### src/rtl/epm_pkg.sv
// ----------------------------------------------------------------------------
// epm_pkg
// Shared constants, command codes and types of the exact pattern matcher.
// ----------------------------------------------------------------------------
`default_nettype none

package epm_pkg;

  localparam int MAX_PAT  = 64;
  localparam int POS_BITS = 32;
  localparam int OUT_W    = 32;
  localparam int CHAR_W   = 8;
  localparam int CMD_W    = 2;
  localparam int LEN_W    = $clog2(MAX_PAT + 1);
  localparam int GROUP    = 8;
  localparam int NGRP     = (MAX_PAT + GROUP - 1) / GROUP;

  typedef logic [CHAR_W-1:0] char_t;

  typedef enum logic [CMD_W-1:0] {
    CMD_CLEAR  = 2'd0,
    CMD_APPEND = 2'd1,
    CMD_TEXT   = 2'd2
  } cmd_t;

  // Control broadcast from the top level to every cell of the row.
  typedef struct packed {
    logic pat_shift;
    logic txt_shift;
    logic clear;
    logic adv;
  } cell_ctl_t;

endpackage

`default_nettype wire

### src/rtl/exact_pattern_matcher_top.sv
// ----------------------------------------------------------------------------
// exact_pattern_matcher_top
// Streaming exact search for a stored byte pattern over a text stream.
// ----------------------------------------------------------------------------
// Usage: each input word carries a command and a byte. Clear empties the
// pattern and restarts the text position at zero. Append adds a byte to the
// pattern (ignored once MAX_PAT bytes are held). Text feeds the next text
// byte; when the newest pattern-length text bytes equal the pattern, one
// result word carries the zero-based start of that occurrence. Overlapping
// occurrences are all reported, in increasing order. The position counter
// saturates at its maximum.
// Throughput is one input word per cycle while the output is not stalled.
// A result passes from the text registers to the hit flags of the comparator
// row, then through the grouped AND stage and the final AND into the output
// register. When the receiver stalls, the result word holds and the whole
// pipeline, including in_ready, stops until it is taken. Reset empties the
// pattern, zeroes the position and drops any word in flight; it takes effect
// at the first rising clock edge with rst_n low.
// ----------------------------------------------------------------------------
`default_nettype none

module exact_pattern_matcher_top (
  input  wire logic                       clk,
  input  wire logic                       rst_n,
  input  wire logic                       in_valid,
  output logic                            in_ready,
  input  wire logic [epm_pkg::CMD_W-1:0]  in_command,
  input  wire logic [epm_pkg::CHAR_W-1:0] in_char_value,
  output logic                            out_valid,
  input  wire logic                       out_ready,
  output logic [epm_pkg::OUT_W-1:0]       out_match_start
);
  import epm_pkg::*;

  localparam logic [POS_BITS-1:0] POS_MAX = '1;
  localparam logic [LEN_W-1:0]    LEN_MAX = LEN_W'(MAX_PAT);

  logic                adv;
  logic                acc;
  cell_ctl_t           ctl;
  logic [LEN_W-1:0]    len_r, len_nxt;
  logic [POS_BITS-1:0] cnt_r, cnt_nxt, cnt_inc;

  logic                s0_v_r;
  logic [POS_BITS-1:0] s0_cnt_r;
  logic [LEN_W-1:0]    s0_len_r;
  logic                s1_v_r;
  logic [OUT_W-1:0]    s1_start_r;
  logic                s2_v_r;
  logic [OUT_W-1:0]    s2_start_r;
  logic                out_valid_r;
  logic [OUT_W-1:0]    out_start_r;
  logic [POS_BITS-1:0] s0_diff;

  char_t               pat_q [MAX_PAT];
  char_t               txt_q [MAX_PAT];
  logic [MAX_PAT-1:0]  vld_q;
  logic [MAX_PAT-1:0]  hits;
  logic [NGRP-1:0]     grp_r;

  assign adv      = !out_valid_r || out_ready;
  assign in_ready = adv;
  assign acc      = in_valid && adv;

  assign cnt_inc = (cnt_r == POS_MAX) ? cnt_r : cnt_r + 1'b1;

  always_comb begin
    ctl       = '0;
    ctl.adv   = adv;
    len_nxt   = len_r;
    cnt_nxt   = cnt_r;
    if (acc) begin
      unique case (in_command)
        CMD_CLEAR: begin
          ctl.clear = 1'b1;
          len_nxt   = '0;
          cnt_nxt   = '0;
        end
        CMD_APPEND: begin
          if (len_r != LEN_MAX) begin
            ctl.pat_shift = 1'b1;
            len_nxt       = len_r + 1'b1;
          end
        end
        CMD_TEXT: begin
          ctl.txt_shift = 1'b1;
          cnt_nxt       = cnt_inc;
        end
        default: begin
        end
      endcase
    end
  end

  always_ff @(posedge clk) begin
    if (!rst_n) begin
      len_r <= '0;
      cnt_r <= '0;
    end else begin
      len_r <= len_nxt;
      cnt_r <= cnt_nxt;
    end
  end

  // Comparator row: cell 0 takes the incoming byte, each later cell takes
  // its neighbor's contents.
  genvar k;
  generate
    for (k = 0; k < MAX_PAT; k++) begin : g_cell
      if (k == 0) begin : g_head
        epm_cell u_cell (
          .clk     (clk),
          .rst_n   (rst_n),
          .ctl     (ctl),
          .pat_in  (in_char_value),
          .vld_in  (1'b1),
          .txt_in  (in_char_value),
          .pat_out (pat_q[k]),
          .vld_out (vld_q[k]),
          .txt_out (txt_q[k]),
          .hit_r   (hits[k])
        );
      end else begin : g_body
        epm_cell u_cell (
          .clk     (clk),
          .rst_n   (rst_n),
          .ctl     (ctl),
          .pat_in  (pat_q[k-1]),
          .vld_in  (vld_q[k-1]),
          .txt_in  (txt_q[k-1]),
          .pat_out (pat_q[k]),
          .vld_out (vld_q[k]),
          .txt_out (txt_q[k]),
          .hit_r   (hits[k])
        );
      end
    end
  endgenerate

  epm_and_tree u_and_tree (
    .clk   (clk),
    .adv   (adv),
    .hits  (hits),
    .grp_r (grp_r)
  );

  assign s0_diff = s0_cnt_r - POS_BITS'(s0_len_r);

  // Position pipeline, kept in step with the cell hits and the AND stages.
  always_ff @(posedge clk) begin
    if (adv) begin
      s0_cnt_r    <= cnt_inc;
      s0_len_r    <= len_r;
      s1_start_r  <= OUT_W'(s0_diff);
      s2_start_r  <= s1_start_r;
      out_start_r <= s2_start_r;
    end
  end

  always_ff @(posedge clk) begin
    if (!rst_n) begin
      s0_v_r      <= 1'b0;
      s1_v_r      <= 1'b0;
      s2_v_r      <= 1'b0;
      out_valid_r <= 1'b0;
    end else if (adv) begin
      s0_v_r      <= acc && (in_command == CMD_TEXT);
      s1_v_r      <= s0_v_r && (s0_len_r != '0) && (s0_cnt_r >= POS_BITS'(s0_len_r));
      s2_v_r      <= s1_v_r;
      out_valid_r <= s2_v_r && (&grp_r);
    end
  end

  assign out_valid       = out_valid_r;
  assign out_match_start = out_start_r;

endmodule

`default_nettype wire

### src/rtl/epm_cell.sv
// ----------------------------------------------------------------------------
// epm_cell
// One comparator cell: holds one pattern and one text byte, passes both to
// its neighbor on a shift and registers agreement; an empty cell agrees.
// ----------------------------------------------------------------------------
`default_nettype none

module epm_cell (
  input  wire logic              clk,
  input  wire logic              rst_n,
  input  wire epm_pkg::cell_ctl_t ctl,
  input  wire epm_pkg::char_t    pat_in,
  input  wire logic              vld_in,
  input  wire epm_pkg::char_t    txt_in,
  output epm_pkg::char_t         pat_out,
  output logic                   vld_out,
  output epm_pkg::char_t         txt_out,
  output logic                   hit_r
);
  import epm_pkg::*;

  char_t pat_r;
  char_t txt_r;
  logic  vld_r;

  // The pattern is held newest byte first, so cell k always lines up with
  // the text byte that arrived k text bytes before the newest one.
  always_ff @(posedge clk) begin
    if (ctl.pat_shift) begin
      pat_r <= pat_in;
    end
    if (ctl.txt_shift) begin
      txt_r <= txt_in;
    end
    if (ctl.adv) begin
      hit_r <= !vld_r || (pat_r == txt_r);
    end
  end

  always_ff @(posedge clk) begin
    if (!rst_n) begin
      vld_r <= 1'b0;
    end else if (ctl.clear) begin
      vld_r <= 1'b0;
    end else if (ctl.pat_shift) begin
      vld_r <= vld_in;
    end
  end

  assign pat_out = pat_r;
  assign vld_out = vld_r;
  assign txt_out = txt_r;

endmodule

`default_nettype wire

### src/rtl/epm_and_tree.sv
// ----------------------------------------------------------------------------
// epm_and_tree
// First level of the registered reduction: ANDs the cell hits in groups.
// ----------------------------------------------------------------------------
`default_nettype none

module epm_and_tree (
  input  wire logic                      clk,
  input  wire logic                      adv,
  input  wire logic [epm_pkg::MAX_PAT-1:0] hits,
  output logic [epm_pkg::NGRP-1:0]       grp_r
);
  import epm_pkg::*;

  logic [NGRP*GROUP-1:0] hit_pad;

  // Cells past the end of the row count as agreeing.
  always_comb begin
    hit_pad              = '1;
    hit_pad[MAX_PAT-1:0] = hits;
  end

  always_ff @(posedge clk) begin
    if (adv) begin
      for (int g = 0; g < NGRP; g++) begin
        grp_r[g] <= &hit_pad[g*GROUP +: GROUP];
      end
    end
  end

endmodule

`default_nettype wire

### config.mk
export PLATFORM = sky130hd
export DESIGN_NAME = exact_pattern_matcher_top
export DESIGN_NICKNAME = d
export VERILOG_FILES = /design/src/rtl/epm_pkg.sv /design/src/rtl/exact_pattern_matcher_top.sv /design/src/rtl/epm_cell.sv /design/src/rtl/epm_and_tree.sv
export SDC_FILE = /design/constraint.sdc
export NUM_CORES = 1
export LEC_CHECK = 0
export BUFFER_PORTS_ARGS = -buffer_cell sky130_fd_sc_hd__buf_2
export CORE_ASPECT_RATIO = 1.1
export CORE_MARGIN = 2
export CORE_UTILIZATION = 55
export CTS_CLUSTER_DIAMETER = 150
export DETAILED_ROUTE_END_ITERATION = 8
export PLACE_DENSITY = 0.79
export SLEW_MARGIN = 20
export SYNTH_ARGS = -nofsm -noshare
export SYNTH_HDL_FRONTEND = slang
export SYNTH_HIERARCHICAL = 1
export SYNTH_SLANG_ARGS = --single-unit
### constraint.sdc
create_clock -name clk -period 58.8 [get_ports clk]
set_input_delay 2.94 -clock clk [delete_from_list [all_inputs] [get_ports clk]]
set_output_delay 2.94 -clock clk [all_outputs]
set_load 0.02 [all_outputs]
==> results of run 1 <==
==> kinds of logic (layout without fill, tap and decap cells) <==
kind of cell    count (synthesis)  after routing  synth area share
compound gates                169            169            0.0204
xor+xnor                      574            574             0.103
fa+ha+maj                      11             11           0.00298
buf+inv                        49            323           0.00414
flops                        1338           1338             0.803
mux                            65             65            0.0134
other cells                     1              1         0.0000770
simple gates                  430            430            0.0523
==> through the flow <==
stage                util  hold slack, ps
finish              0.625             413
global route        0.625             423
CTS                 0.625             412
detailed placement  0.574             405
global placement    0.574             401
floorplan               -             400
==> layout make-up <==
type / count / area [µm²]
sequential: 1338 / 39100
fill: 5754 / 32900
multi-input combinational: 1250 / 9380
clock buffer: 178 / 3650
tap: 1160 / 1450
clock inverter: 63 / 747
timing repair buffer: 62 / 393
inverter: 20 / 90.1
==> flip-flops by register name (all words and copies together), names as in the netlist, 8 cells and up <==
signal                        count
s2_start_r                       32
out_match_start                  32
g_cell.g_body.u_cell/vld_out     63
g_cell.g_head.u_cell/txt_out      8
g_cell.g_body.u_cell/hit_r       63
g_cell.g_body.u_cell/txt_out    504
s0_cnt_r                         32
s1_start_r                       32
g_cell.g_head.u_cell/pat_out      8
g_cell.g_body.u_cell/pat_out    504
u_and_tree/grp_r                  8
cnt_r                            32
==> per-layer routing <==
metal	vias to the layer above	global-route usage	wire length, µm
met5	-	0	0
met4	0	0.0683	2250
met2	602	0.339	45300
met1	11700	0.217	32300
met3	149	0.0336	3710
li1	10400	-	-
==> layout by cell type, fill, tap and decap left out, types with 48 or more instances in the layout <==
cell type	count
dfxtp_1	107
nand4_1	159
nand2_1	48
nor3b_1	67
clkbuf_16	135
xnor2_1	543
edfxtp_1	1231
nor2_1	48
mux2i_1	65
o21ai_1	64
==> power breakdown <==
| part | switching, W | total (W) | internal, W |
|---|---|---|---|
| logic | 0.0000215 | 0.0000340 | 0.0000125 |
| clock network | 0.000342 | 0.000842 | 0.000500 |
| registers | 0.0000114 | 0.00106 | 0.00105 |
| total | 0.000374 | 0.00194 | 0.00156 |
==> how the worst min path moves through the flow <==
stage | slack (ps) | startpoint | endpoint | depth (start not counted)
after CTS | 410 | s1_start_r[6] | s2_start_r[6] | 0
after global placement | 400 | s2_start_r[21] | out_match_start[21] | 0
after floorplan | 400 | s2_start_r[0] | out_match_start[0] | 0
after global routing | 420 | s2_start_r[12] | out_match_start[12] | 0
after detailed placement | 400 | s2_start_r[31] | out_match_start[31] | 0
final | 410 | s1_start_r[6] | s2_start_r[6] | 0
==> flow_summary.ini, run 1 <==
[outcome]
status = finished clean

[placed_design]
dp_cells = 3829
dp_slack_ps = 50010
dp_hpwl_mm = 49.4
placed_cell_area_um2 = 50400
gp_congestion = 0.800
io_buffer_count = 47

[sta]
setup_viol = 0
fmax_ghz = 0.134
fin_ws_ps = 51310
fin_crit_sh = 0.127
hold_viol_final = 0
clock_skew_ps = 23.3
grt_setup_unrepaired = false
worst_pin_slew_ps = 1100
final_max_slew_viol_count = 0
period_needed_ps = 7490
setup_tns_ps = 0
slew_headroom = 0.264

[cts]
htree_num_levels = 4
cts_made_buffers = 132
clock_sinks = 1338
cts_resized = 0
cts_tree = built
cts_hold_buffers = 0
path_clk_slew_ps = 60
cts_max_path_buffers = 3
clock_latency_ps = 710
root_buffer = clkbuf_16
postCtsSetupRepairBufs = 0

[yosys]
synth_edf_count = 1231
synthTopCellsByCount = edfxtp_1 (1,231), xnor2_1 (543), nand4_1 (159)
yosysWarnings = 6
yosysTopAreaCellShare = 0.759
ys_async_sr_fraction = 0
syn_area_per_cell_um2 = 18.5
yosysTopAreaCell = edfxtp_1
ys_seq_area_frac = 0.803
yosysMostFrequentCell = edfxtp_1
syn_area_um2 = 48700
synthesis.nets = 2662
ys_ff_latch = 1338
synth.distinct_cells = 53
synth_flop_cell = edfxtp_1
synthTopCellsByArea = edfxtp_1 (76%), xnor2_1 (9.8%), dfxtp_1 (4.4%)
netlist_instances = 2637

[setup_path]
endpoint = g_cell[30].g_body.u_cell/txt_out[0]
crit_fanout = 114
startpoint = out_ready
critPathMaxStageDelay_ps = 950
cp.required_ps = 59110
cp_slowest_cell = buf_4
worstPathArrival_ps = 7790
path_class = in -> reg
cp-start-kind = input pin
cp_top_family = buffers and inverters
ff2ff_setup_slack_ps = 53230
cp_common_cell = buf_4
cp.depth = 9
worstPathCellList = buf_2 > nor2b_1 > buf_4 > nor3b_1 > nand2_1 > inv_8 > buf_4 > buf_4 > buf_4
reg2reg_from = out_valid
reg2regPathDepth = 8
critPathBufInv = 6
end_kind = register
worstReg2RegEnd = g_cell[30].g_body.u_cell/txt_out[0]

[floorplan]
chipHeight_um = 316
die_area_um2 = 90900
core_um2 = 87700
row_count = 114
io_pins = 48
die_x_um = 288
start_util = 0.555

[pwr]
p_leak_nw = 17.3
ir_drop_mv = 0.0271
p_per_area_nw_per_um2 = 35.4
power_w = 0.00194

[drt]
num_vias = 22900
first_pass_iters = 5
wl_per_cell_um = 20.5
ant_nets = 0
drtIter0Drc = 1997
vias_per_cell = 5.62
routed_wl_mm = 83.5
drc_errors = 0

[layout]
final_layout_size_suffix_gt1_frac = 0.0931
final_cells = 4071
nets = 2829
fin_area_um2 = 54800
areaGrowthSynthToFinish_pct = 12.6
n_antenna_cell = 0

[global_routing]
grt_pass1_wl_mm = 130
grt_pass1_vias = 23900
grt_max_degree = 197
gr-usage-all-layers = 0.185
grt_overflow = 0
antenna_found_initial = 1

[worst_hold_path]
hold_path_class = reg -> reg

[flow_run]
drv_cap = 0
No activity file was read; power rests on OpenSTA's default activity.
==> run 2: changes to the inputs <==
- clock period: 58.8 -> 7.64 ns (I/O delays scaled with it)
==> run 2 against run 1 <==
Net effect: worst setup slack worse by 48000 ps; hold slack worse by 340 ps; routed wire length is 0.24% higher; combinational power grew to 7.9 times the previous value; critical path depth is 1 lower; global-route usage hardly changed; first-iteration DRC count is 16% higher; sequential share of layout area hardly changed; sequential power grew to 7.7 times the previous value; die area stayed put; register-to-register slack worse by 50000 ps.
==> flow_summary.ini, run 2 (synthesis results as in run 1) <==
[drt]
routed_wl_mm = 83.7
ant_nets = 0
wl_met2_mm = 45.1
m1WireLength_mm = 32.6
num_vias = 22900
wl_met3_mm = 4.05
top_layer = met4
first_pass_iters = 6
drc_errors = 0
vias_per_cell = 5.62
drtIter0Drc = 2307
wl_per_cell_um = 20.5

[setup_path]
cp.required_ps = 8200
worstPathArrival_ps = 4770
end_kind = register
reg2reg_from = out_valid
crit_fanout = 179
path_class = reg -> reg
startpoint = out_valid
cp-start-kind = register

[layout]
final_layout_size_suffix_gt1_frac = 0.0909
final_util = 0.625
fin_area_um2 = 54800
layout_commonest_cell = edfxtp_1
final_cell_mix = edfxtp_1 (1,231), xnor2_1 (543), nand4_1 (159), clkbuf_16 (135), dfxtp_1 (106)
register_area_um2 = 39100
nets = 2836
multi_input_area_um2 = 9400
fill_cells = 5726
areaGrowthSynthToFinish_pct = 12.6

[pwr]
p_per_area_nw_per_um2 = 270
power_w = 0.0148
ir_drop_mv = 0.248
p_leak_nw = 17.3

[cts]
htree_num_levels = 4
cts_made_buffers = 131
cts_tree = built
path_clk_slew_ps = 60
postCtsSetupRepairBufs = 0
root_buffer = clkbuf_16
cts_max_path_buffers = 3
clock_latency_ps = 730
clock_sinks = 1338

[global_routing]
antenna_found_initial = 1
grt_max_degree = 180
grt_pass1_vias = 24000
gr-usage-all-layers = 0.185
grt_pass1_wl_mm = 130
grt_overflow = 0

[sta]
grt_setup_unrepaired = false
setup_viol = 0
fin_hold_ws_ps = 75.5
worst_pin_slew_ps = 1130
hold_viol_final = 0
period_needed_ps = 4210
fin_crit_sh = 0.552
fmax_ghz = 0.237
final_max_slew_viol_count = 0
slew_headroom = 0.247
clock_skew_ps = 31.3

[outcome]
status = finished clean

[placed_design]
placed_cell_area_um2 = 50400
dp_hpwl_mm = 49.3
io_buffer_count = 47
gp_congestion = 0.839

[floorplan]
row_count = 114
die_area_um2 = 90900
core_um2 = 87700
die_x_um = 288
start_util = 0.555
io_pins = 48
chipHeight_um = 316

[flow_run]
drv_cap = 0

[worst_hold_path]
hold_path_class = in -> reg
hp-start = in_command[0]
-- run 2: cell count changes in the layout (fill, tap and decap cells not counted), moves of 3 or more --
| cell | previous run | this run |
|---|---|---|
| inv_6 | 6 | 3 |
| bufinv_16 | 14 | 9 |
| clkbuf_1 | 32 | 35 |
| clkbuf_8 | 11 | 7 |
| dlygate4sd3_1 | 0 | 9 |
-- run 2: final timing paths --
check | to | slack, ps | cells after the start
hold reg to reg | out_match_start[5] | 400 | 0
hold / removal | len_r[1] | 80 | 3
setup / recovery | g_cell[26].g_body.u_cell/vld_out | 3430 | 8
setup reg to reg | g_cell[26].g_body.u_cell/vld_out | 3430 | 8
-- run 2: per-stage QoR --
stage / TNS (ps) / setup slack [ps] / std cells
4_1_cts: 0 / 3470 / 4074
5_1_grt: 0 / 3080 / 4075
3_3_place_gp: 0 / 3620 / 3829
3_5_place_dp: 0 / 3400 / 3829
6_report: 0 / 3430 / 4075
2_1_floorplan: -1059790 / -1390 / 2637
-- run 2: worst max-delay path: stages, from the launching register on --
cell	delay (ps)
dfxtp_4	340
nor2b_4	160
clkinvlp_4	570
nand2_1	170
a211oi_1	660
and3_4	810
buf_12	740
mux2i_1	320
nor3b_1	80
-- run 2: per-layer routing --
metal  vias to the layer above  GRT usage
met2                       680      0.338
li1                      10400          -
met3                       152     0.0303
met1                     11600      0.222
met5                         -          0
met4                         0     0.0640
-- run 2: cell type report --
type                       count  area share
sequential                  1338       0.713
multi-input combinational   1250       0.171
clock buffer                 177      0.0658
tap                         1160      0.0265
clock inverter                59      0.0126
timing repair buffer          70     0.00876
inverter                      20     0.00151
antenna                        1   0.0000456
-- run 2: what timing repair did --
action                                 in CTS  in global routing
endpoints found under the hold margin      18                  0
hold buffers                                9                  0
gates resized for setup                     0                  0
setup endpoints to repair                   0                  0
-- run 2: report_power, final --
| part | switching [W] | internal (W) | total (W) |
|---|---|---|---|
| combinational | 0.000169 | 0.0000992 | 0.000269 |
| clock | 0.00267 | 0.00366 | 0.00633 |
| sequential | 0.0000853 | 0.00809 | 0.00818 |
==> run 3: changes to the inputs <==
- ABC_AREA: not set -> 1
- clock period: 7.64 -> 4.2 ns (I/O delays scaled with it)
==> run 3 against run 2 <==
Net effect: final area up 7.9%; core utilization shrank 0.52 points; synthesized cell count up 64%; register-to-register slack lost 2200 ps; critical path type unchanged; worst setup slack got worse by 2200 ps; largest power group unchanged; largest cell class unchanged.
==> flow_summary.ini, run 3 <==
[cts]
clock_latency_ps = 730
clock_sinks = 1338
cts_tree = built
cts_max_path_buffers = 3
cts_resized = 0
root_buffer = clkbuf_16
htree_num_levels = 4
path_clk_slew_ps = 60
cts_made_buffers = 130

[setup_path]
path_class = reg -> reg
worstPathArrival_ps = 3260
cp-start-kind = register
crit_fanout = 77
reg2regPathDepth = 7
cp.required_ps = 4530
end_kind = register

[drt]
wl_per_cell_um = 15.3
drc_errors = 0
first_pass_iters = 6
ant_nets = 0
vias_per_cell = 4.96
routed_wl_mm = 90.2
num_vias = 29200
drtIter0Drc = 2138

[yosys]
ys_async_sr_fraction = 0
synth_top_family_by_area = simple AND/OR/NAND/NOR gates
synthSimpleGateAreaFrac = 0.137
netlist_instances = 4314
yosysTopAreaCellShare = 0.700
yosysTopAreaCell = edfxtp_1
synthTopCellsByArea = edfxtp_1 (70%), nand2_1 (10%), inv_1 (4.9%)
synthAdderAreaFrac = 0.00275
yosysMostFrequentCell = nand2_1
synth_flop_cell = edfxtp_1
synth_edf_count = 1231
muxShareOfSynthArea = 0.0121
ys_seq_area_frac = 0.741
yosysWarnings = 6
ys_ff_latch = 1338
synthTopCellsByCount = nand2_1 (1,427), edfxtp_1 (1,231), inv_1 (695)
syn_area_per_cell_um2 = 12.2
synth.distinct_cells = 35
synthXorXnorAreaFrac = 0.0496
synthesis.nets = 4339
synth-compound-area-share = 0.00692
syn_area_um2 = 52800

[placed_design]
gp_congestion = 0.827
dp_slack_ps = 1250
io_buffer_count = 47
dp_cells = 5642
dp_hpwl_mm = 56.8
placed_cell_area_um2 = 54900

[layout]
multi_input_area_um2 = 11000
layout_commonest_cell = nand2_1
fill_cells = 6821
final_cells = 5891
nets = 4541
final_cell_mix = nand2_1 (1,425), edfxtp_1 (1,231), inv_1 (693), xnor2_1 (268), nor2_1 (226)
final_layout_size_suffix_gt1_frac = 0.0665
register_area_um2 = 39100
fin_area_um2 = 59200
areaGrowthSynthToFinish_pct = 12.1

[pwr]
p_per_area_nw_per_um2 = 457
ir_drop_mv = 0.400
p_leak_nw = 23.4
power_w = 0.0270

[floorplan]
die_area_um2 = 98500
start_util = 0.553
io_pins = 48
die_x_um = 299
core_um2 = 95400
chipHeight_um = 329
row_count = 119

[sta]
fmax_ghz = 0.342
worst_pin_slew_ps = 1000
period_needed_ps = 2930
grt_setup_unrepaired = false
setup_viol = 0
clock_skew_ps = 31.0
fin_ws_ps = 1270
hold_viol_final = 0
final_max_slew_viol_count = 0
slew_headroom = 0.332
fin_hold_ws_ps = 133
fin_crit_sh = 0.697

[flow_run]
drv_cap = 0

[worst_hold_path]
hold_path_class = in -> reg
min_path_cells = 5

[global_routing]
grt_max_degree = 143
antenna_found_initial = 1
grt_pass1_wl_mm = 144
grt_overflow = 0
gr-usage-all-layers = 0.183
grt_pass1_vias = 29800

[outcome]
status = finished clean
==> run 3: cell types whose count changed after synthesis, moves of 15 or more <==
cell | previous run | this run
a21oi_2 | 0 | 15
a31oi_1 | 17 | 0
inv_1 | 20 | 695
nand2_1 | 48 | 1427
nand2_2 | 0 | 23
nand3_1 | 24 | 44
nand4_1 | 159 | 12
nor2_1 | 49 | 229
nor3_1 | 20 | 74
nor3b_1 | 67 | 0
o21ai_1 | 64 | 0
xnor2_1 | 543 | 268
==> run 3: worst paths after layout <==
path / from / to / slack (ps)
setup / recovery: out_valid / g_cell[8].g_body.u_cell/txt_out[7] / 1270
hold / removal: in_command[0] / len_r[3] / 130
hold reg to reg: s1_start_r[24] / s2_start_r[24] / 420
setup reg to reg: out_valid / g_cell[8].g_body.u_cell/txt_out[7] / 1270
==> run 3: per-layer routing <==
metal / vias up / global-route usage / part of all wire
met1: 14100 / 0.214 / 0.39
li1: 14400 / - / -
met2: 556 / 0.337 / 0.53
met3: 193 / 0.0302 / 0.045
met5: - / 0 / 0
met4: 0 / 0.0739 / 0.030
==> run 3: metrics by stage <==
stage                     utilization  setup TNS (ps)
after floorplan                     -        -5556410
after global placement          0.576               0
after detailed placement        0.576               0
after CTS                       0.620               0
after global routing            0.620               0
final                           0.620               0
==> run 3: layout make-up <==
class	instances	area share
flip-flops and latches	1338	0.661
multi-input cells	2268	0.187
clock buffers	175	0.0601
inverters	696	0.0446
well taps	1270	0.0269
repair buffers	82	0.0115
clock inverters	61	0.00912
diodes	1	0.0000423
==> run 3: timing repair <==
| item | in CTS | in global routing |
|---|---|---|
| endpoints found under the hold margin | 25 | 0 |
| hold buffers | 12 | 0 |
| buffers inserted | 0 | 0 |
| setup endpoints to repair | 0 | 0 |
==> run 3: where the power goes <==
group	internal, W	switching (W)
Clock	0.00642	0.00480
Sequential	0.0149	0.000205
Combinational	0.000242	0.000508
Total	0.0215	0.00551
==> run 3: cells by family (layout without fill, tap and decap cells) <==
family          Yosys count  after routing
compound gates           59             59
xor+xnor                299            299
fa+ha+maj                11             11
buf+inv                 708           1014
flops                  1338           1338
mux                      64             64
other cells               1              2
simple gates           1834           1834
==> run 3: worst max-delay path: stages, from the launching register on <==
cell	delay, ps
dfxtp_2	320
inv_2	60
nor2_4	70
clkinv_16	190
nand3_1	110
buf_4	280
nor2_4	510
buf_4	840
